--- config.mk ---
export PLATFORM = sky130hd
export DESIGN_NAME = utf8_to_utf16_transcoder_flat
export DESIGN_NICKNAME = d
export VERILOG_FILES = /design/src/sv/u2u_pkg.sv /design/src/sv/u2u_if.sv /design/src/sv/u2u_front.sv /design/src/sv/u2u_queue.sv /design/src/sv/u2u_back.sv /design/src/sv/utf8_to_utf16_transcoder.sv /design/src/flat_wrapper.sv
export SDC_FILE = /design/constraint.sdc
export NUM_CORES = 1
export LEC_CHECK = 0
export ABC_AREA = 0
export BUFFER_PORTS_ARGS = -buffer_cell sky130_fd_sc_hd__buf_2
export CAP_MARGIN = 25
export CELL_PAD_IN_SITES_DETAIL_PLACEMENT = 1
export CELL_PAD_IN_SITES_GLOBAL_PLACEMENT = 2
export CORE_MARGIN = 2
export CORE_UTILIZATION = 46
export DETAILED_ROUTE_END_ITERATION = 6
export PLACE_DENSITY_LB_ADDON = 0.1
export SLEW_MARGIN = 20
export SYNTH_ARGS = -nofsm -noshare
export SYNTH_HDL_FRONTEND = slang
export SYNTH_SLANG_ARGS = --single-unit
--- constraint.sdc ---
create_clock -name clk_i -period 13.5 [get_ports clk_i]
set_clock_uncertainty 0.2 [all_clocks]
set_input_delay 4.05 -clock clk_i [delete_from_list [all_inputs] [get_ports clk_i]]
set_output_delay 4.05 -clock clk_i [all_outputs]
set_load 0.01 [all_outputs]
--- src/sv/u2u_pkg.sv ---
// Shared types and constants for the UTF-8 to UTF-16 transcoder.
`timescale 1ns / 1ps

package u2u_pkg;

  localparam int unsigned QUEUE_DEPTH = 2;

  localparam logic [15:0] REPL_UNIT = 16'hFFFD;

  // One decoded byte's worth of output: rep_cnt replacement units, then
  // tail_cnt units from tail0/tail1.
  typedef struct packed {
    logic [2:0]  rep_cnt;
    logic [1:0]  tail_cnt;
    logic [15:0] tail0;
    logic [15:0] tail1;
    logic        last;
  } job_t;

  typedef struct packed {
    logic valid;
    job_t job;
  } q_head_t;

endpackage

--- src/sv/u2u_if.sv ---
// Stream interfaces for the byte input and the code unit output.
`timescale 1ns / 1ps

interface u2u_in_if;
  logic       valid;
  logic       ready;
  logic [7:0] byte_in;
  logic       string_end;

  modport source (output valid, output byte_in, output string_end, input ready);
  modport sink (input valid, input byte_in, input string_end, output ready);
endinterface

interface u2u_out_if;
  logic        valid;
  logic        ready;
  logic [15:0] code_unit;
  logic        unit_last;

  modport source (output valid, output code_unit, output unit_last, input ready);
  modport sink (input valid, input code_unit, input unit_last, output ready);
endinterface

--- src/sv/u2u_front.sv ---
// Front end: UTF-8 decode state and per-byte job builder.
`timescale 1ns / 1ps

module u2u_front (
  input  logic            clk_i,
  input  logic            rst_ni,
  input  logic            accept_i,
  input  logic [7:0]      byte_in_i,
  input  logic            string_end_i,
  output logic            push_o,
  output u2u_pkg::job_t   job_o
);
  import u2u_pkg::*;

  typedef enum logic [2:0] {
    LEAD_ASCII,
    LEAD_TWO,
    LEAD_THREE,
    LEAD_FOUR,
    LEAD_BAD
  } lead_e;

  localparam logic [20:0] MAX_POINT      = 21'h10FFFF;
  localparam logic [20:0] SURR_LOW_BOUND = 21'h00D800;
  localparam logic [20:0] SURR_HI_BOUND  = 21'h00DFFF;
  localparam logic [20:0] PLANE_ONE      = 21'h010000;
  localparam logic [15:0] HIGH_SURR_BASE = 16'hD800;
  localparam logic [15:0] LOW_SURR_BASE  = 16'hDC00;

  function automatic lead_e classify_lead(input logic [7:0] b);
    lead_e cls;
    priority casez (b)
      8'b0???????: cls = LEAD_ASCII;
      8'b110?????: cls = LEAD_TWO;
      8'b1110????: cls = LEAD_THREE;
      8'b11110???: cls = LEAD_FOUR;
      default:     cls = LEAD_BAD;
    endcase
    return cls;
  endfunction

  logic [20:0] point_q, point_d;
  logic [2:0]  exp_len_q, exp_len_d;
  logic [1:0]  held_q, held_d;

  logic        is_cont;
  logic [20:0] shifted;
  logic [20:0] offset;
  logic [1:0]  held_inc;
  logic        bad_point;
  lead_e       lead_cls;
  job_t        job;

  assign is_cont  = (byte_in_i[7:6] == 2'b10);
  assign shifted  = {point_q[14:0], byte_in_i[5:0]};
  assign offset   = shifted - PLANE_ONE;
  assign held_inc = held_q + 2'd1;
  assign lead_cls = classify_lead(byte_in_i);

  always_comb begin
    bad_point = 1'b0;
    if (exp_len_q == 3'd2 && shifted < 21'h80)  bad_point = 1'b1;
    if (exp_len_q == 3'd3 && shifted < 21'h800) bad_point = 1'b1;
    if (exp_len_q == 3'd4 && shifted < PLANE_ONE) bad_point = 1'b1;
    if (shifted > MAX_POINT) bad_point = 1'b1;
    if (shifted >= SURR_LOW_BOUND && shifted <= SURR_HI_BOUND) bad_point = 1'b1;
  end

  always_comb begin
    job       = '0;
    point_d   = point_q;
    exp_len_d = exp_len_q;
    held_d    = held_q;
    if (exp_len_q != 3'd0 && is_cont) begin
      point_d = shifted;
      held_d  = held_inc;
      if (({1'b0, held_inc} + 3'd1) >= exp_len_q) begin
        point_d   = '0;
        exp_len_d = '0;
        held_d    = '0;
        if (bad_point) begin
          job.rep_cnt = {1'b0, held_inc} + 3'd1;
        end else if (shifted < PLANE_ONE) begin
          job.tail_cnt = 2'd1;
          job.tail0    = shifted[15:0];
        end else begin
          job.tail_cnt = 2'd2;
          job.tail0    = HIGH_SURR_BASE + {6'd0, offset[19:10]};
          job.tail1    = LOW_SURR_BASE + {6'd0, offset[9:0]};
        end
      end else if (string_end_i) begin
        // cut off at end of string
        job.rep_cnt = {1'b0, held_inc} + 3'd1;
        point_d     = '0;
        exp_len_d   = '0;
        held_d      = '0;
      end
    end else begin
      // broken sequence flushes first, then the byte is a fresh lead
      if (exp_len_q != 3'd0) job.rep_cnt = {1'b0, held_q} + 3'd1;
      point_d   = '0;
      exp_len_d = '0;
      held_d    = '0;
      unique case (lead_cls)
        LEAD_ASCII: begin
          job.tail_cnt = 2'd1;
          job.tail0    = {8'h00, byte_in_i};
        end
        LEAD_TWO: begin
          point_d   = {16'd0, byte_in_i[4:0]};
          exp_len_d = 3'd2;
        end
        LEAD_THREE: begin
          point_d   = {17'd0, byte_in_i[3:0]};
          exp_len_d = 3'd3;
        end
        LEAD_FOUR: begin
          point_d   = {18'd0, byte_in_i[2:0]};
          exp_len_d = 3'd4;
        end
        default: begin
          job.rep_cnt = job.rep_cnt + 3'd1;
        end
      endcase
      if (string_end_i && exp_len_d != 3'd0) begin
        job.rep_cnt = job.rep_cnt + 3'd1;
        point_d     = '0;
        exp_len_d   = '0;
        held_d      = '0;
      end
    end
    job.last = string_end_i;
  end

  always_ff @(posedge clk_i or negedge rst_ni) begin
    if (!rst_ni) begin
      point_q   <= '0;
      exp_len_q <= '0;
      held_q    <= '0;
    end else if (accept_i) begin
      point_q   <= point_d;
      exp_len_q <= exp_len_d;
      held_q    <= held_d;
    end
  end

  assign push_o = accept_i && (job.rep_cnt != 3'd0 || job.tail_cnt != 2'd0);
  assign job_o  = job;

endmodule

--- src/sv/u2u_queue.sv ---
// Short job queue between the decode front end and the unit serializer.
`timescale 1ns / 1ps

module u2u_queue (
  input  logic              clk_i,
  input  logic              rst_ni,
  input  logic              push_i,
  input  u2u_pkg::job_t     job_i,
  input  logic              pop_i,
  output logic              full_o,
  output u2u_pkg::q_head_t  head_o
);
  import u2u_pkg::*;

  localparam int unsigned PTR_W = (QUEUE_DEPTH > 1) ? $clog2(QUEUE_DEPTH) : 1;
  localparam int unsigned CNT_W = $clog2(QUEUE_DEPTH + 1);

  job_t             mem_q [QUEUE_DEPTH];
  logic [PTR_W-1:0] wr_ptr_q, rd_ptr_q;
  logic [CNT_W-1:0] count_q;

  function automatic logic [PTR_W-1:0] next_ptr(input logic [PTR_W-1:0] p);
    return (p == PTR_W'(QUEUE_DEPTH - 1)) ? '0 : p + 1'b1;
  endfunction

  always_ff @(posedge clk_i) begin
    if (push_i) mem_q[wr_ptr_q] <= job_i;
  end

  always_ff @(posedge clk_i or negedge rst_ni) begin
    if (!rst_ni) begin
      wr_ptr_q <= '0;
      rd_ptr_q <= '0;
      count_q  <= '0;
    end else begin
      if (push_i) wr_ptr_q <= next_ptr(wr_ptr_q);
      if (pop_i)  rd_ptr_q <= next_ptr(rd_ptr_q);
      unique case ({push_i, pop_i})
        2'b10:   count_q <= count_q + 1'b1;
        2'b01:   count_q <= count_q - 1'b1;
        default: count_q <= count_q;
      endcase
    end
  end

  assign full_o       = (count_q == CNT_W'(QUEUE_DEPTH));
  assign head_o.valid = (count_q != '0);
  assign head_o.job   = mem_q[rd_ptr_q];

endmodule

--- src/sv/u2u_back.sv ---
// Back end: head job units to the output register, one per cycle unless stalled.
`timescale 1ns / 1ps

module u2u_back (
  input  logic              clk_i,
  input  logic              rst_ni,
  input  u2u_pkg::q_head_t  head_i,
  output logic              pop_o,
  input  logic              out_ready_i,
  output logic              out_valid_o,
  output logic [15:0]       code_unit_o,
  output logic              unit_last_o
);
  import u2u_pkg::*;

  logic [1:0]  idx_q;
  logic        out_valid_q;
  logic [15:0] code_q;
  logic        last_q;

  logic [2:0]  total;
  logic [2:0]  idx_ext;
  logic        job_done;
  logic        load;
  logic [15:0] unit_sel;

  assign total    = head_i.job.rep_cnt + {1'b0, head_i.job.tail_cnt};
  assign idx_ext  = {1'b0, idx_q};
  assign job_done = (idx_ext + 3'd1) == total;
  assign load     = head_i.valid && (!out_valid_q || out_ready_i);
  assign pop_o    = load && job_done;

  always_comb begin
    priority if (idx_ext < head_i.job.rep_cnt) begin
      unit_sel = REPL_UNIT;
    end else if (idx_ext == head_i.job.rep_cnt) begin
      unit_sel = head_i.job.tail0;
    end else begin
      unit_sel = head_i.job.tail1;
    end
  end

  always_ff @(posedge clk_i or negedge rst_ni) begin
    if (!rst_ni) begin
      idx_q       <= '0;
      out_valid_q <= 1'b0;
    end else begin
      if (load) begin
        idx_q       <= job_done ? 2'd0 : idx_q + 2'd1;
        out_valid_q <= 1'b1;
      end else if (out_ready_i) begin
        out_valid_q <= 1'b0;
      end
    end
  end

  always_ff @(posedge clk_i) begin
    if (load) begin
      code_q <= unit_sel;
      last_q <= head_i.job.last && job_done;
    end
  end

  assign out_valid_o = out_valid_q;
  assign code_unit_o = code_q;
  assign unit_last_o = last_q;

endmodule

--- src/sv/utf8_to_utf16_transcoder.sv ---
// UTF-8 to UTF-16 transcoder top level: front decoder, job queue, unit serializer.
// A byte's job is queued, then loaded unit by unit into the output register.
// Throughput: one byte per cycle in while the queue has room, one unit per cycle
//   out while ready; a k-unit byte holds the serializer, absorbed by a 2-job queue.
// Reset: rst_ni async active low clears decode state, queue and output valid.
`timescale 1ns / 1ps

module utf8_to_utf16_transcoder (
  input  logic       clk_i,
  input  logic       rst_ni,
  u2u_in_if.sink     in_i,
  u2u_out_if.source  out_o
);
  import u2u_pkg::*;

  logic    accept;
  logic    push;
  logic    pop;
  logic    q_full;
  job_t    job;
  q_head_t head;

  // Input word is taken whenever the queue has room; bytes that produce no
  // unit (lead or middle continuation) never enter the queue.
  assign in_i.ready = !q_full;
  assign accept     = in_i.valid && in_i.ready;

  u2u_front u_front (
    .clk_i        (clk_i),
    .rst_ni       (rst_ni),
    .accept_i     (accept),
    .byte_in_i    (in_i.byte_in),
    .string_end_i (in_i.string_end),
    .push_o       (push),
    .job_o        (job)
  );

  u2u_queue u_queue (
    .clk_i  (clk_i),
    .rst_ni (rst_ni),
    .push_i (push),
    .job_i  (job),
    .pop_i  (pop),
    .full_o (q_full),
    .head_o (head)
  );

  // Serializer emits replacement units first, then the decoded tail units.
  u2u_back u_back (
    .clk_i       (clk_i),
    .rst_ni      (rst_ni),
    .head_i      (head),
    .pop_o       (pop),
    .out_ready_i (out_o.ready),
    .out_valid_o (out_o.valid),
    .code_unit_o (out_o.code_unit),
    .unit_last_o (out_o.unit_last)
  );

  // Last byte of a string always produces at least one unit.
  a_last_pushes: assert property (@(posedge clk_i) disable iff (!rst_ni)
    (accept && in_i.string_end) |-> push)
    else $error("last byte of string produced no job");

  // A job holds one to four units.
  a_job_size: assert property (@(posedge clk_i) disable iff (!rst_ni)
    push |-> ((4'(job.rep_cnt) + 4'(job.tail_cnt)) != 4'd0 &&
              (4'(job.rep_cnt) + 4'(job.tail_cnt)) <= 4'd4))
    else $error("job unit count out of range");

  // A queued job with a free output slot shows a word on the next cycle.
  a_drain: assert property (@(posedge clk_i) disable iff (!rst_ni)
    (head.valid && (!out_o.valid || out_o.ready)) |=> out_o.valid)
    else $error("serializer failed to load output word");

  // Only the front end feeds the queue, and only when it has room.
  a_no_overflow: assert property (@(posedge clk_i) disable iff (!rst_ni)
    push |-> !q_full)
    else $error("job pushed into full queue");

endmodule

--- src/flat_wrapper.sv ---
// flat-port wrapper written by rule: the top's interface ports become plain ports
module utf8_to_utf16_transcoder_flat import u2u_pkg::*;
  (clk_i, rst_ni, in_i_valid, in_i_byte_in, in_i_string_end, in_i_ready, out_o_valid, out_o_code_unit, out_o_unit_last, out_o_ready);
  u2u_in_if in_i_i ();
  u2u_out_if out_o_i ();
  input  logic clk_i;
  input  logic rst_ni;
  input wire logic [$bits(in_i_i.valid)-1:0] in_i_valid;
  input wire logic [$bits(in_i_i.byte_in)-1:0] in_i_byte_in;
  input wire logic [$bits(in_i_i.string_end)-1:0] in_i_string_end;
  output wire logic [$bits(in_i_i.ready)-1:0] in_i_ready;
  output wire logic [$bits(out_o_i.valid)-1:0] out_o_valid;
  output wire logic [$bits(out_o_i.code_unit)-1:0] out_o_code_unit;
  output wire logic [$bits(out_o_i.unit_last)-1:0] out_o_unit_last;
  input wire logic [$bits(out_o_i.ready)-1:0] out_o_ready;
  assign in_i_i.valid = in_i_valid;
  assign in_i_i.byte_in = in_i_byte_in;
  assign in_i_i.string_end = in_i_string_end;
  assign in_i_ready = in_i_i.ready;
  assign out_o_valid = out_o_i.valid;
  assign out_o_code_unit = out_o_i.code_unit;
  assign out_o_unit_last = out_o_i.unit_last;
  assign out_o_i.ready = out_o_ready;
  utf8_to_utf16_transcoder u_core (.clk_i(clk_i), .rst_ni(rst_ni), .in_i(in_i_i), .out_o(out_o_i));
endmodule
==> flow_summary.yaml, run 1 <==
timing:
  slew_headroom: 0.456
  drv_slew: 0
  finalSetupViolCount: 0
  tightest_slew_ns: 0.809
  finalSetupTns_ns: 0
  timing_hold_violations_final: 0
  fin_crit_ns: 7.03
  rsz0062_at_grt: "no"
  period_share: 0.521
  hold_ws_ns: 0.317
  fmax_ghz: 0.142
clock_tree:
  clk_pin_slew_ns: 0.10
  cts-htree-levels: 3
  cts_tree: "yes"
  cts_root_buf: "clkbuf_8"
  numCtsBuffers: 9
  cts_max_path_buffers: 2
  postCtsResizedCells: 0
  cts_num_sinks: 108
  clk_latency_ns: 0.36
  post_cts_buffers: 0
  ctsHoldBuffers: 0
grt:
  grt_pass1_wl_um: 18700
  grt_pass1_vias: 3312
  track_usage: 0.213
  gr-total-overflow: 0
  grt_max_degree: 33
  antenna_found_initial: 0
layout:
  final_cell_mix: "81 x edfxtp_1, 31 x buf_2, 30 x nand2_1, 28 x o21ai_0, 26 x dfrtp_1"
  layout.nets: 437
  n_fill_cell: 1116
  regArea_mm2: 0.00311
  final_common_cell: "edfxtp_1"
  n_antenna_cell: 0
  multi_input_area_mm2: 0.00181
  drive_gt1_frac: 0.193
  area_growth_syn_to_layout_pct: 9.66
  final_cell_area_mm2: 0.00552
worst_setup_path:
  r2r_cells: 13
  worstPathRequired_ns: 13.31
  crit_arrival_ns: 6.84
  cp-end-kind: "flop"
  crit_slowest_cell: "a311oi_2"
  cp-start-kind: "input pin"
  crit_type: "input pin to flop"
  critPathMaxStageDelay_ns: 0.73
  crit_fanout: 32
  crit_chain: "buf_2 > nand3_2 > nor4_2 > nand2_1 > a311oi_2 > and2_1 > o41ai_4 > nor2_2 > buf_4"
detailed_routing:
  wl_per_cell_um: 20.6
  drc: 0
  route.met3.wl_um: 311
  wl_met1_um: 5460
  ant_nets: 0
  avgViaCountPerCell: 5.67
  totalWireLength_um: 11400
  firstDrtPassIters: 6
  dr.max_layer_used: "met4"
  dr_wl_met2_um: 5540
  vias: 3146
  drt_iter0_drc: 197
place:
  port_buffers: 31
  dpl-instance-area_mm2: 0.00533
  hpwl_um: 8280
  place_congestion: 0.857
floorplanning:
  dieArea_mm2: 0.0118
  core_mm2: 0.0107
  dieWidth_um: 109
  num_rows: 38
  initial_core_util: 0.469
  pin_count: 32
  die_h_um: 109
synth:
  ys_ff_latch: 108
  synth_warnings: 0
  syn_area_per_cell_um2: 13.3
  synth_cell_types: 49
  syn-cell-area_mm2: 0.00504
  synthesis.nets: 407
  yosysSeqAreaShare: 0.617
  synth_edf_count: 81
  synthFlopType: "edfxtp_1"
  async_flop_share: 0.250
  synth_cells: 380
run:
  cap_viol_max_count: 0
min_path:
  worstHoldPathType: "flop to flop"
  holdPathStages: 2
power_and_ir_drop:
  leakage_uw: 0.00207
  ir_worst_vdd_mv: 0.101
  powerDensity_mw_per_mm2: 183
outcome:
  status: "complete, no violations"
-- synthesized netlist by cell type, types with 2 or more instances --
master / number / area, µm²
inv_1: 13 / 48.8
xor2_1: 6 / 52.6
mux2i_1: 11 / 110
and3_1: 13 / 81.3
nor4b_1: 2 / 17.5
or3_1: 4 / 25.0
mux2_2: 3 / 33.8
edfxtp_1: 81 / 2430
o21ai_0: 28 / 140
and2_1: 5 / 31.3
buf_6: 2 / 22.5
nand3_1: 12 / 60.1
a21o_1: 3 / 22.5
nand2_1: 30 / 113
clkbuf_1: 14 / 52.6
dfrtp_1: 27 / 676
nor3_1: 7 / 35.0
xnor2_1: 7 / 61.3
mux4_2: 10 / 225
or2_2: 9 / 56.3
nand4_1: 5 / 31.3
nand2b_1: 5 / 31.3
a22o_1: 12 / 105
a21oi_1: 7 / 35.0
a211oi_1: 6 / 45.0
ha_1: 13 / 163
nor2b_1: 3 / 18.8
nor2_1: 21 / 78.8
-- logic make-up after synthesis --
family	Yosys count	share of synthesized area
AND/OR/NAND/NOR	122	0.126
buffers and inverters	30	0.0253
AO/OA/AOI/OAI	68	0.0949
XOR/XNOR	14	0.0271
adder cells (fa/ha/maj)	14	0.0363
flip-flops	108	0.617
multiplexers	24	0.0733
-- flip-flops by register name, summed over array words and instances, names as in the netlist --
name and count:
u_core.u_back.unit_last_o 1, u_core.u_back.code_unit_o 16, u_core.u_front.point_q 15, u_core.u_front.held_q 2, u_core.u_back.idx_q 2, u_core.u_queue.rd_ptr_q 1, u_core.u_queue.wr_ptr_q 1, u_core.u_queue.mem_q 64
u_core.u_back.out_valid_o 1, u_core.u_front.exp_len_q 3, u_core.u_queue.count_q 2
-- worst max-delay path, delay by kind of cell --
kind                   cells  cell delay, ns
buffers and inverters      2            0.57
AO/OA/AOI/OAI              2            0.90
AND/OR/NAND/NOR            5            1.30
-- path summary, 6_finish.rpt --
check	from	end	slack [ns]
max in group asynchronous	rst_ni	u_core.u_queue.rd_ptr_q	9.11
setup / recovery	in_i_byte_in[5]	u_core.u_queue.mem_q[0][30]	6.47
hold / removal	u_core.u_back.out_valid_o	u_core.u_back.out_valid_o	0.32
hold reg to reg	u_core.u_back.out_valid_o	u_core.u_back.out_valid_o	0.32
setup reg to reg	u_core.u_front.held_q[0]	u_core.u_queue.count_q[1]	9.40
min in group asynchronous	rst_ni	u_core.u_front.held_q[0]	3.52
-- metal layers --
metal,vias up,track usage
met4,0,0.0540
li1,1479,-
met5,-,0
met1,1604,0.297
met2,54,0.352
met3,9,0.0323
-- through the flow --
stage	util	total power [µW]	setup WS, ns	cells
after global placement	0.496	812	6.23	539
after global routing	0.514	1070	6.12	555
after CTS	0.514	1020	6.48	555
after floorplan	-	723	5.93	380
final	0.514	1010	6.47	555
after detailed placement	0.496	828	6.09	539
-- power by group --
part           switching (µW)  total [µW]  internal (µW)
Sequential               43.6         497            453
Clock                     109         195           85.8
Combinational             176         317            140
-- area by class of cell --
class | instances | share of cell area
Inverter | 13 | 0.00884
Tap cell | 140 | 0.0317
Multi-Input combinational cell | 242 | 0.327
Sequential cell | 108 | 0.563
Timing Repair Buffer | 36 | 0.0349
Clock buffer | 10 | 0.0231
Clock inverter | 6 | 0.0113
(Power assumes the default switching activity.)
==> inputs of run 2 (changes only) <==
ABC_AREA = 1   (was 0)
CORE_UTILIZATION = 40   (was 46)
clock period = 6.81 ns   (was 13.5 ns; I/O delays follow)
==> flow_summary.yaml, run 2 <==
worst_setup_path:
  worstPathRequired_ns: 6.83
  crit_chain: "buf_2 > nand2_1 > o22ai_4 > xor2_1 > ha_1 > inv_1 > nor2_2 > nand2_1 > nand2_1 > nor2_1 > a21oi_1 > nand3_2 > nand2_2 > ha_1 > a21oi_1 > o21ai_0 > xnor2_1"
  crit_slowest_cell: "ha_1"
  crit_arrival_ns: 4.40
  crit_fanout: 8
  cp-start-kind: "input pin"
  critPathMaxStageDelay_ns: 0.29
  r2r_slack_ns: 2.99
  cp-end-kind: "flop"
  crit_top_cell: "nand2_1"
  crit_type: "input pin to flop"
synth:
  synthesis.nets: 518
  synthMostInstantiatedCell: "edfxtp_1"
  synth_edf_count: 81
  synth_warnings: 0
  yosys.area.top_type_share: 0.474
  ys_ff_latch: 108
  synthTopCellsByCount: "81 x edfxtp_1, 77 x nor2_1, 74 x nand2_1"
  syn-cell-area_mm2: 0.00513
  syn_area_per_cell_um2: 10.5
  async_flop_share: 0.250
  synthTopCellsByArea: "edfxtp_1 47%, dfrtp_1 13%, nor2_1 5.6%"
  yosysTopAreaCell: "edfxtp_1"
  synth_cell_types: 38
  synthFlopType: "edfxtp_1"
  synth_cells: 491
  yosysSeqAreaShare: 0.606
place:
  place_inst: 685
  port_buffers: 31
  hpwl_um: 9190
  dpl-instance-area_mm2: 0.00547
  pre_cts_ws_ns: 2.07
  place_congestion: 0.857
detailed_routing:
  firstDrtPassIters: 4
  wl_per_cell_um: 17.9
  drt_iter0_drc: 206
  totalWireLength_um: 12600
  avgViaCountPerCell: 5.11
  vias: 3582
  ant_nets: 0
  drc: 0
clock_tree:
  clk_latency_ns: 0.34
  cts_num_sinks: 108
  cts_tree: "yes"
  cts-htree-levels: 3
  cts_max_path_buffers: 2
  postCtsResizedCells: 0
  cts_root_buf: "clkbuf_16"
  ctsHoldBuffers: 0
  clk_pin_slew_ns: 0.07
  numCtsBuffers: 9
  post_cts_buffers: 0
floorplanning:
  initial_core_util: 0.408
  num_rows: 41
  dieWidth_um: 117
  die_h_um: 117
  core_mm2: 0.0126
  dieArea_mm2: 0.0138
  pin_count: 32
power_and_ir_drop:
  p_int_uw: 1550
  powerDensity_mw_per_mm2: 420
  ir_worst_vdd_mv: 0.165
  combPwrFrac: 0.362
  switching_power_uw: 881
  swShare: 0.362
  power_frac_seq: 0.414
  leakage_uw: 0.00232
  clock_power_share: 0.224
timing:
  rsz0062_at_grt: "no"
  finalSetupTns_ns: 0
  finalSetupViolCount: 0
  slew_headroom: 0.511
  period_share: 0.643
  fmax_ghz: 0.228
  timing_hold_violations_final: 0
  tightest_slew_ns: 0.733
  drv_slew: 0
  fin_crit_ns: 4.38
  setup_slack_ns: 2.43
run:
  cap_viol_max_count: 0
layout:
  area_growth_syn_to_layout_pct: 12.7
  drive_gt1_frac: 0.159
  final_cell_area_mm2: 0.00579
  largest_register: "u_core.u_queue.mem_q"
  largest_reg_flops: 64
  n_antenna_cell: 0
  layout.cells.non_filler: 701
  final_common_cell: "edfxtp_1"
  layout.nets: 551
  final_cell_mix: "81 x edfxtp_1, 76 x nor2_1, 74 x nand2_1, 53 x inv_1, 31 x buf_2"
min_path:
  worstHoldPathType: "flop to flop"
outcome:
  status: "complete, no violations"
grt:
  gr-total-overflow: 0
  grt_pass1_wl_um: 20300
  track_usage: 0.197
  grt_pass1_vias: 3748
  grt_max_degree: 35
  antenna_found_initial: 0
==> run 2: worst max-delay path, delay by kind of cell <==
kind | cells | cell delay [ns]
compound gates | 4 | 0.61
xor+xnor | 2 | 0.40
fa+ha+maj | 2 | 0.48
buf+inv | 2 | 0.22
simple gates | 7 | 0.63
==> run 2: cell type report <==
type,instances,area [µm²]
Fill cell,1400,6780
Sequential cell,108,3110
Multi-Input combinational cell,314,1760
Clock buffer,10,229
Tap cell,172,215
Inverter,56,210
Timing Repair Buffer,35,185
Clock inverter,6,78.8
==> run 2: metal layers <==
layer,vias up,global-route usage,share of wire
met4,0,0.0439,0.014
met3,12,0.0330,0.023
li1,1757,-,-
met1,1763,0.264,0.48
met2,50,0.337,0.49
met5,-,0,0
==> run 2: stage by stage <==
stage	power [µW]	hold WS [ns]	util
detailed placement	1910	0.287	0.436
floorplan	1620	0.254	-
finish	2430	0.303	0.460
CTS	2460	0.311	0.460
global route	2610	0.356	0.460
global placement	1870	0.278	0.436
==> run 2: power by group through the flow <==
| stage | Sequential [µW] | Clock (µW) | Combinational, µW |
|---|---|---|---|
| after floorplan | 1040 | 0 | 580 |
| after global placement | 1010 | 0 | 853 |
| after detailed placement | 1020 | 0 | 889 |
| after CTS | 1010 | 558 | 897 |
| after global routing | 1030 | 585 | 997 |
| final | 1010 | 545 | 881 |
==> run 2: kinds of logic after synthesis <==
| group | synth area share |
|---|---|
| flip-flops | 0.606 |
| AND/OR/NAND/NOR | 0.185 |
| XOR/XNOR | 0.0171 |
| AO/OA/AOI/OAI | 0.104 |
| buffers and inverters | 0.0529 |
| adder cells (fa/ha/maj) | 0.0356 |
==> run 2: path summary, 6_finish.rpt <==
check / start / endpoint / cells past startpoint
worst max-delay path: in_i_byte_in[7] / u_core.u_queue.count_q[1] / 17
worst min-delay path: u_core.u_queue.wr_ptr_q / u_core.u_queue.wr_ptr_q / 2
worst max register to register: u_core.u_queue.rd_ptr_q / u_core.u_queue.count_q[1] / 15
worst min register to register: u_core.u_queue.wr_ptr_q / u_core.u_queue.wr_ptr_q / 2
max in group asynchronous: rst_ni / u_core.u_front.point_q[8] / 1
min in group asynchronous: rst_ni / u_core.u_back.idx_q[1] / 1
